[config.mk]
export PLATFORM = sky130hd
export DESIGN_NAME = ucb_child_select
export DESIGN_NICKNAME = d
export VERILOG_FILES = /design/src/rtl/core/ucb_pkg.sv /design/src/rtl/core/ucb_child_select.sv
export SDC_FILE = /design/constraint.sdc
export NUM_CORES = 2
export LEC_CHECK = 0
export BUFFER_PORTS_ARGS = -buffer_cell sky130_fd_sc_hd__buf_2
export CAP_MARGIN = 20
export CORE_ASPECT_RATIO = 0.75
export CORE_UTILIZATION = 50
export CTS_BUF_LIST = sky130_fd_sc_hd__clkbuf_4 sky130_fd_sc_hd__clkbuf_8 sky130_fd_sc_hd__clkbuf_16
export DETAILED_ROUTE_END_ITERATION = 10
export PLACE_DENSITY = 0.77
export SLEW_MARGIN = 40
export SYNTH_ARGS = -nofsm -noshare
export SYNTH_HDL_FRONTEND = slang
export SYNTH_SLANG_ARGS = --single-unit
[constraint.sdc]
create_clock -name clk -period 10.4 [get_ports clk]
set_clock_uncertainty 0.1 [all_clocks]
set_input_delay 0.52 -clock clk [delete_from_list [all_inputs] [get_ports clk]]
set_output_delay 0.52 -clock clk [all_outputs]
set_load 0.02 [all_outputs]
[src/rtl/core/ucb_pkg.sv]
`default_nettype none
package ucb_pkg;

	localparam int unsigned VISITS_W = 24;
	localparam int unsigned SCORE_W  = 32;
	localparam int unsigned WEIGHT_W = 16;
	localparam int unsigned INDEX_W  = 8;
	localparam int unsigned RATIO_W  = 56;  // parent * 2^32 / visits
	localparam int unsigned ROOT_W   = 28;
	localparam int unsigned REM_W    = 29;
	localparam int unsigned ALU_W    = 31;
	localparam int unsigned CNT_W    = 6;

	localparam logic [WEIGHT_W-1:0] WEIGHT_RESET = 16'd5793;
	localparam logic [SCORE_W-1:0]  Q_MAX        = 32'h7FFF_FFFF;
	localparam logic [SCORE_W-1:0]  Q_MIN        = 32'h8000_0000;

	localparam logic [CNT_W-1:0] RATIO_STEPS_M1 = 6'd55;
	localparam logic [CNT_W-1:0] ROOT_STEPS_M1  = 6'd27;
	localparam logic [CNT_W-1:0] AVG_STEPS_M1   = 6'd31;

	typedef enum logic [2:0] {
		ST_IDLE,
		ST_RATIO,
		ST_ROOT,
		ST_AVG,
		ST_MUL,
		ST_ADD,
		ST_DONE
	} state_t;

endpackage
`default_nettype wire

[src/rtl/core/ucb_child_select.sv]
// UCB1 child selector. Present the children of one parent one per transfer on the
// s_ stream, the last one flagged with s_tlast; one result per list comes out on
// the m_ stream carrying the winner's position, its UCB value in Q16.16 and, on
// m_tuser, whether it won by having zero visits. For a visited child, one shared
// compare-subtract unit runs the 56-step restoring division for
// parent*2^32/visits, then 28 square-root digit steps, then the 32-step division
// for the average score, followed by a multiply step and then an add step.
// An unvisited child, or one arriving after the list already has an unvisited
// winner or beyond MAX_CHILDREN, skips the arithmetic and goes straight to the
// done state. s_tready is low while a child is worked on. The output register
// lets the next list start while a result still waits to be taken. Write
// exploration_weight (unsigned Q4.12) only while idle.
`default_nettype none
module ucb_child_select #(
	parameter int unsigned MAX_CHILDREN = 256
) (
	input  wire logic        clk,
	input  wire logic        arst_n,
	input  wire logic        s_tvalid,
	output logic             s_tready,
	input  wire logic [79:0] s_tdata,   // child_visits[23:0], child_total_score[55:24],
	                                    // parent_visits[79:56]
	input  wire logic        s_tlast,   // last_child
	output logic             m_tvalid,
	input  wire logic        m_tready,
	output logic [39:0]      m_tdata,   // best_index[7:0], best_value[39:8]
	output logic             m_tuser,   // chose_unvisited
	input  wire logic        cfg_valid,
	output logic             cfg_ready,
	input  wire logic [15:0] cfg_data   // exploration_weight
);

	localparam int unsigned PW = ($clog2(MAX_CHILDREN + 1) > 8) ?
		$clog2(MAX_CHILDREN + 1) : 8;
	localparam logic [PW-1:0] POS_MAX = PW'(MAX_CHILDREN);

	ucb_pkg::state_t state_q, state_d;

	logic [ucb_pkg::WEIGHT_W-1:0] weight_q;
	logic [ucb_pkg::SCORE_W-1:0]  best_value_q;
	logic [ucb_pkg::INDEX_W-1:0]  best_index_q;
	logic [PW-1:0]                pos_q;
	logic                         unvisited_q;

	logic [ucb_pkg::VISITS_W-1:0] visits_q;
	logic [ucb_pkg::SCORE_W-1:0]  mag_q;
	logic                         neg_q;
	logic                         last_q;
	logic [ucb_pkg::INDEX_W-1:0]  cur_index_q;
	logic [ucb_pkg::RATIO_W-1:0]  sh_q;
	logic [ucb_pkg::REM_W-1:0]    rem_q;
	logic [ucb_pkg::ROOT_W-1:0]   root_q;
	logic [ucb_pkg::CNT_W-1:0]    cnt_q;
	logic [ucb_pkg::SCORE_W-1:0]  explo_q;

	logic                         out_valid_q;
	logic [39:0]                  out_data_q;
	logic                         out_user_q;

	logic [ucb_pkg::VISITS_W-1:0] in_visits;
	logic [ucb_pkg::SCORE_W-1:0]  in_total;
	logic [ucb_pkg::VISITS_W-1:0] in_parent;
	logic                         accept;
	logic                         active;
	logic                         out_free;

	// shared compare-subtract unit
	logic [ucb_pkg::ALU_W-1:0]    alu_a, alu_b;
	logic [ucb_pkg::ALU_W:0]      alu_diff;
	logic                         alu_ge;
	logic [ucb_pkg::REM_W-1:0]    alu_rem;

	logic [43:0]                  product;
	logic [33:0]                  avg_ext, sum;
	logic [ucb_pkg::SCORE_W-1:0]  value_sat;

	assign in_visits = s_tdata[23:0];
	assign in_total  = s_tdata[55:24];
	assign in_parent = s_tdata[79:56];
	assign accept    = s_tvalid && s_tready;
	assign active    = (pos_q < POS_MAX) && !unvisited_q;
	assign out_free  = !out_valid_q || m_tready;

	always_comb begin
		if (state_q == ucb_pkg::ST_ROOT) begin
			alu_a = {rem_q[ucb_pkg::REM_W-1:0], sh_q[55:54]};
			alu_b = {1'b0, root_q, 2'b01};
		end else begin
			alu_a = {6'd0, rem_q[23:0], sh_q[55]};
			alu_b = {7'd0, visits_q};
		end
		alu_diff = {1'b0, alu_a} - {1'b0, alu_b};
		alu_ge   = !alu_diff[ucb_pkg::ALU_W];
		alu_rem  = alu_ge ? alu_diff[ucb_pkg::REM_W-1:0] : alu_a[ucb_pkg::REM_W-1:0];
	end

	always_comb begin
		product = 44'(weight_q) * 44'(root_q);
		avg_ext = neg_q ? (34'd0 - {2'b00, sh_q[31:0]}) : {2'b00, sh_q[31:0]};
		sum     = avg_ext + {2'b00, explo_q};
		if (!sum[33] && (sum[32:31] != 2'b00)) begin
			value_sat = ucb_pkg::Q_MAX;
		end else if (sum[33] && (sum[32:31] != 2'b11)) begin
			value_sat = ucb_pkg::Q_MIN;
		end else begin
			value_sat = sum[31:0];
		end
	end

	// next state
	always_comb begin
		state_d = state_q;
		case (state_q)
			ucb_pkg::ST_IDLE: begin
				if (accept) begin
					state_d = (active && (in_visits != '0)) ? ucb_pkg::ST_RATIO :
						ucb_pkg::ST_DONE;
				end
			end
			ucb_pkg::ST_RATIO: if (cnt_q == '0) state_d = ucb_pkg::ST_ROOT;
			ucb_pkg::ST_ROOT:  if (cnt_q == '0) state_d = ucb_pkg::ST_AVG;
			ucb_pkg::ST_AVG:   if (cnt_q == '0) state_d = ucb_pkg::ST_MUL;
			ucb_pkg::ST_MUL:   state_d = ucb_pkg::ST_ADD;
			ucb_pkg::ST_ADD:   state_d = ucb_pkg::ST_DONE;
			ucb_pkg::ST_DONE: begin
				if (!last_q || out_free) state_d = ucb_pkg::ST_IDLE;
			end
			default: state_d = ucb_pkg::ST_IDLE;
		endcase
	end

	// outputs
	always_comb begin
		s_tready  = (state_q == ucb_pkg::ST_IDLE);
		cfg_ready = 1'b1;
		m_tvalid  = out_valid_q;
		m_tdata   = out_data_q;
		m_tuser   = out_user_q;
	end

	always_ff @(posedge clk or negedge arst_n) begin
		if (!arst_n) begin
			state_q      <= ucb_pkg::ST_IDLE;
			weight_q     <= ucb_pkg::WEIGHT_RESET;
			best_value_q <= ucb_pkg::Q_MIN;
			best_index_q <= '0;
			pos_q        <= '0;
			unvisited_q  <= 1'b0;
			out_valid_q  <= 1'b0;
		end else begin
			state_q <= state_d;
			if (cfg_valid && cfg_ready) weight_q <= cfg_data;
			if ((state_q == ucb_pkg::ST_DONE) && last_q && out_free) begin
				out_valid_q <= 1'b1;
			end else if (m_tready) begin
				out_valid_q <= 1'b0;
			end
			case (state_q)
				ucb_pkg::ST_IDLE: begin
					if (accept) begin
						if (pos_q < POS_MAX) pos_q <= pos_q + PW'(1);
						if (active && (in_visits == '0)) begin
							unvisited_q  <= 1'b1;
							best_index_q <= pos_q[7:0];
							best_value_q <= ucb_pkg::Q_MAX;
						end
					end
				end
				ucb_pkg::ST_ADD: begin
					if ($signed(value_sat) > $signed(best_value_q)) begin
						best_value_q <= value_sat;
						best_index_q <= cur_index_q;
					end
				end
				ucb_pkg::ST_DONE: begin
					if (last_q && out_free) begin
						best_value_q <= ucb_pkg::Q_MIN;
						best_index_q <= '0;
						pos_q        <= '0;
						unvisited_q  <= 1'b0;
					end
				end
				default: ;
			endcase
		end
	end

	// datapath, no reset
	always_ff @(posedge clk) begin
		case (state_q)
			ucb_pkg::ST_IDLE: begin
				if (accept) begin
					visits_q    <= in_visits;
					neg_q       <= in_total[31];
					mag_q       <= in_total[31] ? (32'd0 - in_total) : in_total;
					last_q      <= s_tlast;
					cur_index_q <= pos_q[7:0];
					sh_q        <= {in_parent, 32'd0};
					rem_q       <= '0;
					cnt_q       <= ucb_pkg::RATIO_STEPS_M1;
				end
			end
			ucb_pkg::ST_RATIO: begin
				// shift the dividend up, quotient bits in at the bottom
				sh_q  <= {sh_q[54:0], alu_ge};
				cnt_q <= cnt_q - ucb_pkg::CNT_W'(1);
				if (cnt_q == '0) begin
					rem_q  <= '0;
					root_q <= '0;
					cnt_q  <= ucb_pkg::ROOT_STEPS_M1;
				end else begin
					rem_q <= alu_rem;
				end
			end
			ucb_pkg::ST_ROOT: begin
				// one root digit per cycle, two radicand bits consumed
				sh_q   <= {sh_q[53:0], 2'b00};
				root_q <= {root_q[26:0], alu_ge};
				cnt_q  <= cnt_q - ucb_pkg::CNT_W'(1);
				if (cnt_q == '0) begin
					sh_q  <= {mag_q, 24'd0};
					rem_q <= '0;
					cnt_q <= ucb_pkg::AVG_STEPS_M1;
				end else begin
					rem_q <= alu_rem;
				end
			end
			ucb_pkg::ST_AVG: begin
				sh_q  <= {sh_q[54:0], alu_ge};
				rem_q <= alu_rem;
				cnt_q <= cnt_q - ucb_pkg::CNT_W'(1);
			end
			ucb_pkg::ST_MUL: begin
				explo_q <= product[43:12];
			end
			ucb_pkg::ST_DONE: begin
				if (last_q && out_free) begin
					out_data_q <= {best_value_q, best_index_q};
					out_user_q <= unvisited_q;
				end
			end
			default: ;
		endcase
	end

endmodule
`default_nettype wire

==> tab_implementation.tex <==
\begin{tabular}{lr}
\hline
Metric & Value \\
\hline
\multicolumn{2}{l}{\textbf{STA}} \\
Tcrit/Tclk final & 87.9\% \\
Final-layout worst hold slack & 37.4 ps \\
Timing-limited maximum frequency & 109 MHz \\
Fin Setup TNS & 0 ps \\
Tmin final & 9140 ps \\
Actual transition at the worst max-transition pin & 863 ps \\
Final count of pins violating max slew & 0 \\
RSZ-0062 raised after global routing & false \\
Final setup violation count & 0 \\
Final Hold Viols & 0 \\
Max-Slew Margin vs Limit & 42.5\% \\
\multicolumn{2}{l}{\textbf{Clock tree}} \\
Count of hold buffers inserted by post-cts repair & 1 \\
Maximum buffer depth of the clock tree & 3 \\
Clock tree root driver cell & sky130\_fd\_sc\_hd\_\_clkbuf\_16 \\
Number of H-tree levels & 2 \\
Clock Latency Late Sink & 560 ps \\
CTS clock-pin slew for the worst setup and hold paths & 60 ps \\
Number of cells upsized or downsized after cts & 0 \\
TritonCTS clock tree & done \\
Number of sinks on the clock net & 328 \\
Number of clock buffers inserted by TritonCTS & 37 \\
Post-CTS setup-driven buffer insertion count & 0 \\
\multicolumn{2}{l}{\textbf{Routing}} \\
WL met1 & 32.9 mm \\
Number of DRC violations after detailed routing & 0 \\
Routed Wire Length & 75.7 mm \\
Met2 wirelength from detailed routing & 34.6 mm \\
ANT nets after route & 0 \\
Met3 layer wire length in the routed design & 6.03 mm \\
Number of vias per cell after detailed routing & 5.62 \\
Average wire length per cell after detail routing & 18.0 um \\
Uppermost layer routed & met5 \\
Drt first pass iters & 7 \\
Initial DRC Count & 1803 \\
DR vias & 23668 \\
\multicolumn{2}{l}{\textbf{Floorplanning}} \\
Area of the core & 62600 sq um \\
Die Y & 221 um \\
Standard-cell rows & 79 \\
Number of top-level design ports & 146 \\
Die footprint & 64900 sq um \\
Horizontal extent of the die & 294 um \\
Initial Utilization & 51.0\% \\
\multicolumn{2}{l}{\textbf{Finish}} \\
Area growth from synthesis to layout & 8.57\% \\
Total non-filler cell area in the finished layout & 34700 sq um \\
Final Instance Count excl. Fillers & 4209 \\
Fraction of final layout cells with drive strength greater than 1 & 9.71\% \\
Number of nets in the layout & 4007 \\
\multicolumn{2}{l}{\textbf{Yosys}} \\
Most area-consuming cells after synthesis & sky130\_fd\_sc\_hd\_\_edfxtp\_1 (24\%), sky130\_fd\_sc\_hd\_\_fa\_1 (23\%), sky130\_fd\_sc\_hd\_\_ha\_1 (8.3\%) \\
Cell with the most instances after synthesis & sky130\_fd\_sc\_hd\_\_nand2\_1 \\
Post-synth top flop & sky130\_fd\_sc\_hd\_\_edfxtp\_1 \\
Proportion of synthesized flip-flops having asynchronous set or reset & 21.3\% \\
Synth Area per Inst & 9.80 sq um \\
Synth top area share & 24.3\% \\
Number of standard cells after synthesis & 3259 \\
Distinct cell type count after synthesis & 84 \\
Sequential share of the synthesized area & 29.8\% \\
Number of synthesized register bits & 328 \\
Synth top cells by count & sky130\_fd\_sc\_hd\_\_nand2\_1 (602), sky130\_fd\_sc\_hd\_\_inv\_1 (421), sky130\_fd\_sc\_hd\_\_fa\_1 (363) \\
Count of synthesis-stage warnings from yosys & 0 \\
Cell area after technology mapping & 31900 sq um \\
Number of enable-type register cells in the synthesized netlist & 258 \\
Synthesized netlist net count & 3936 \\
Synth area leader & sky130\_fd\_sc\_hd\_\_edfxtp\_1 \\
\multicolumn{2}{l}{\textbf{Global routing}} \\
Global-route congestion overflow total & 0 \\
Global-route usage over all layers & 24.0\% \\
Via count of the first global-routing pass & 24037 \\
Antenna violations before repair & 3 \\
Wire length of the first global-routing pass & 125 mm \\
Maximum number of pins on one net before global-route repair & 71 \\
\multicolumn{2}{l}{\textbf{Place}} \\
Final RePlAce weighted congestion & 0.921 \\
Placed Instances & 4138 \\
Post-DP HPWL & 55.6 mm \\
\# port buffers & 144 \\
Cell area reported after detailed placement & 33400 sq um \\
\multicolumn{2}{l}{\textbf{Critical path}} \\
Required time of the worst setup path & 10740 ps \\
Launching element type of the critical path & register \\
Crit Path Class & register to register \\
Worst-path maximum fanout & 39 \\
Max stage delay on crit path & 570 ps \\
Highest-delay cell along the critical path & sky130\_fd\_sc\_hd\_\_nand2\_1 \\
CP Data Arrival Time & 9480 ps \\
Crit end category & register \\
\multicolumn{2}{l}{\textbf{Run}} \\
Maximum capacitance violations & 0 \\
\multicolumn{2}{l}{\textbf{Outcome}} \\
Outcome & completed \\
\multicolumn{2}{l}{\textbf{Min path}} \\
Hold/Removal Path Class & input port to register \\
\hline
\end{tabular}
-- per-layer routing --
metal / global-route usage, % / vias up
met2: 38.1 / 961
li1: - / 10926
met5: 0 / -
met4: 7.56 / 2
met1: 33.6 / 11631
met3: 3.98 / 148
-- worst max-delay path: cells and delay by family, from the launching register on --
family	cells	cell delay [ps]
AND/OR/NAND/NOR	11	3280
AO/OA/AOI/OAI	13	3610
XOR/XNOR	3	500
buffers and inverters	1	370
flip-flops	1	440
adder cells (fa/ha/maj)	2	670
-- final cells by class --
cell class | instances | area (sq um)
multi-input combinational | 2355 | 20200
timing repair buffer | 187 | 1060
clock inverter | 15 | 130
clock buffer | 52 | 1070
antenna | 1 | 2.50
tap | 850 | 1060
fill | 5287 | 27900
inverter | 421 | 1580
sequential | 328 | 9510
-- registers in the layout, indices dropped and copies added (netlist names) --
signal and cells:
sh_q 56, m_tdata 40, best_value_q 32, explo_q 32, mag_q 32, rem_q 29
root_q 28, visits_q 24, weight_q 16, pos_q 9, best_index_q 8, cur_index_q 8
cnt_q 6, state_q 3, last_q 1, m_tuser 1, m_tvalid 1, neg_q 1
unvisited_q 1
-- cell families after synthesis --
| family | after synthesis | synth area share, % |
|---|---|---|
| simple gates | 1080 | 15.5 |
| buf+inv | 576 | 6.96 |
| fa+ha+maj | 575 | 31.1 |
| compound gates | 501 | 11.0 |
| flops | 328 | 29.8 |
| xor+xnor | 151 | 4.14 |
| mux | 47 | 1.55 |
| other cells | 1 | 0.0117 |
-- placed cells by master (no fill, tap or decap), types with 37 or more instances in the layout --
cell type                   netlist  layout
sky130_fd_sc_hd__nand2_1        602     602
sky130_fd_sc_hd__a21oi_1        115     115
sky130_fd_sc_hd__o21ai_0         80      80
sky130_fd_sc_hd__xor2_1          40      40
sky130_fd_sc_hd__clkbuf_16        0      37
sky130_fd_sc_hd__dfrtp_1         63      60
sky130_fd_sc_hd__a21o_1          66      66
sky130_fd_sc_hd__ha_1           212     212
sky130_fd_sc_hd__fa_1           363     363
sky130_fd_sc_hd__edfxtp_1       258     258
sky130_fd_sc_hd__buf_2           10     143
sky130_fd_sc_hd__buf_4            5      40
sky130_fd_sc_hd__inv_1          421     419
sky130_fd_sc_hd__and2_1         170     170
sky130_fd_sc_hd__xnor2_1        111     111
sky130_fd_sc_hd__nor2_1         122     117
-- final timing paths --
check / startpoint / to / slack, ps / depth (start not counted)
setup / recovery: sh_q[12] / best_value_q[14] / 1260 / 30
hold / removal: s_tlast / last_q / 40 / 1
setup reg to reg: sh_q[12] / best_value_q[14] / 1260 / 30
hold reg to reg: best_value_q[22] / m_tdata[30] / 350 / 0
max in group asynchronous: arst_n / weight_q[13] / 9210 / 2
min in group asynchronous: arst_n / best_value_q[8] / 460 / 2
-- metrics by stage --
step                utilization (%)  setup WS (ps)
floorplan                         -           2990
global placement               53.4           1720
detailed placement             53.4           1530
CTS                            55.4           1390
global route                   55.4            563
finish                         55.4           1260
Power is not shown: default switching activity piles up to over one toggle a cycle in this logic, so the estimate is an artifact.
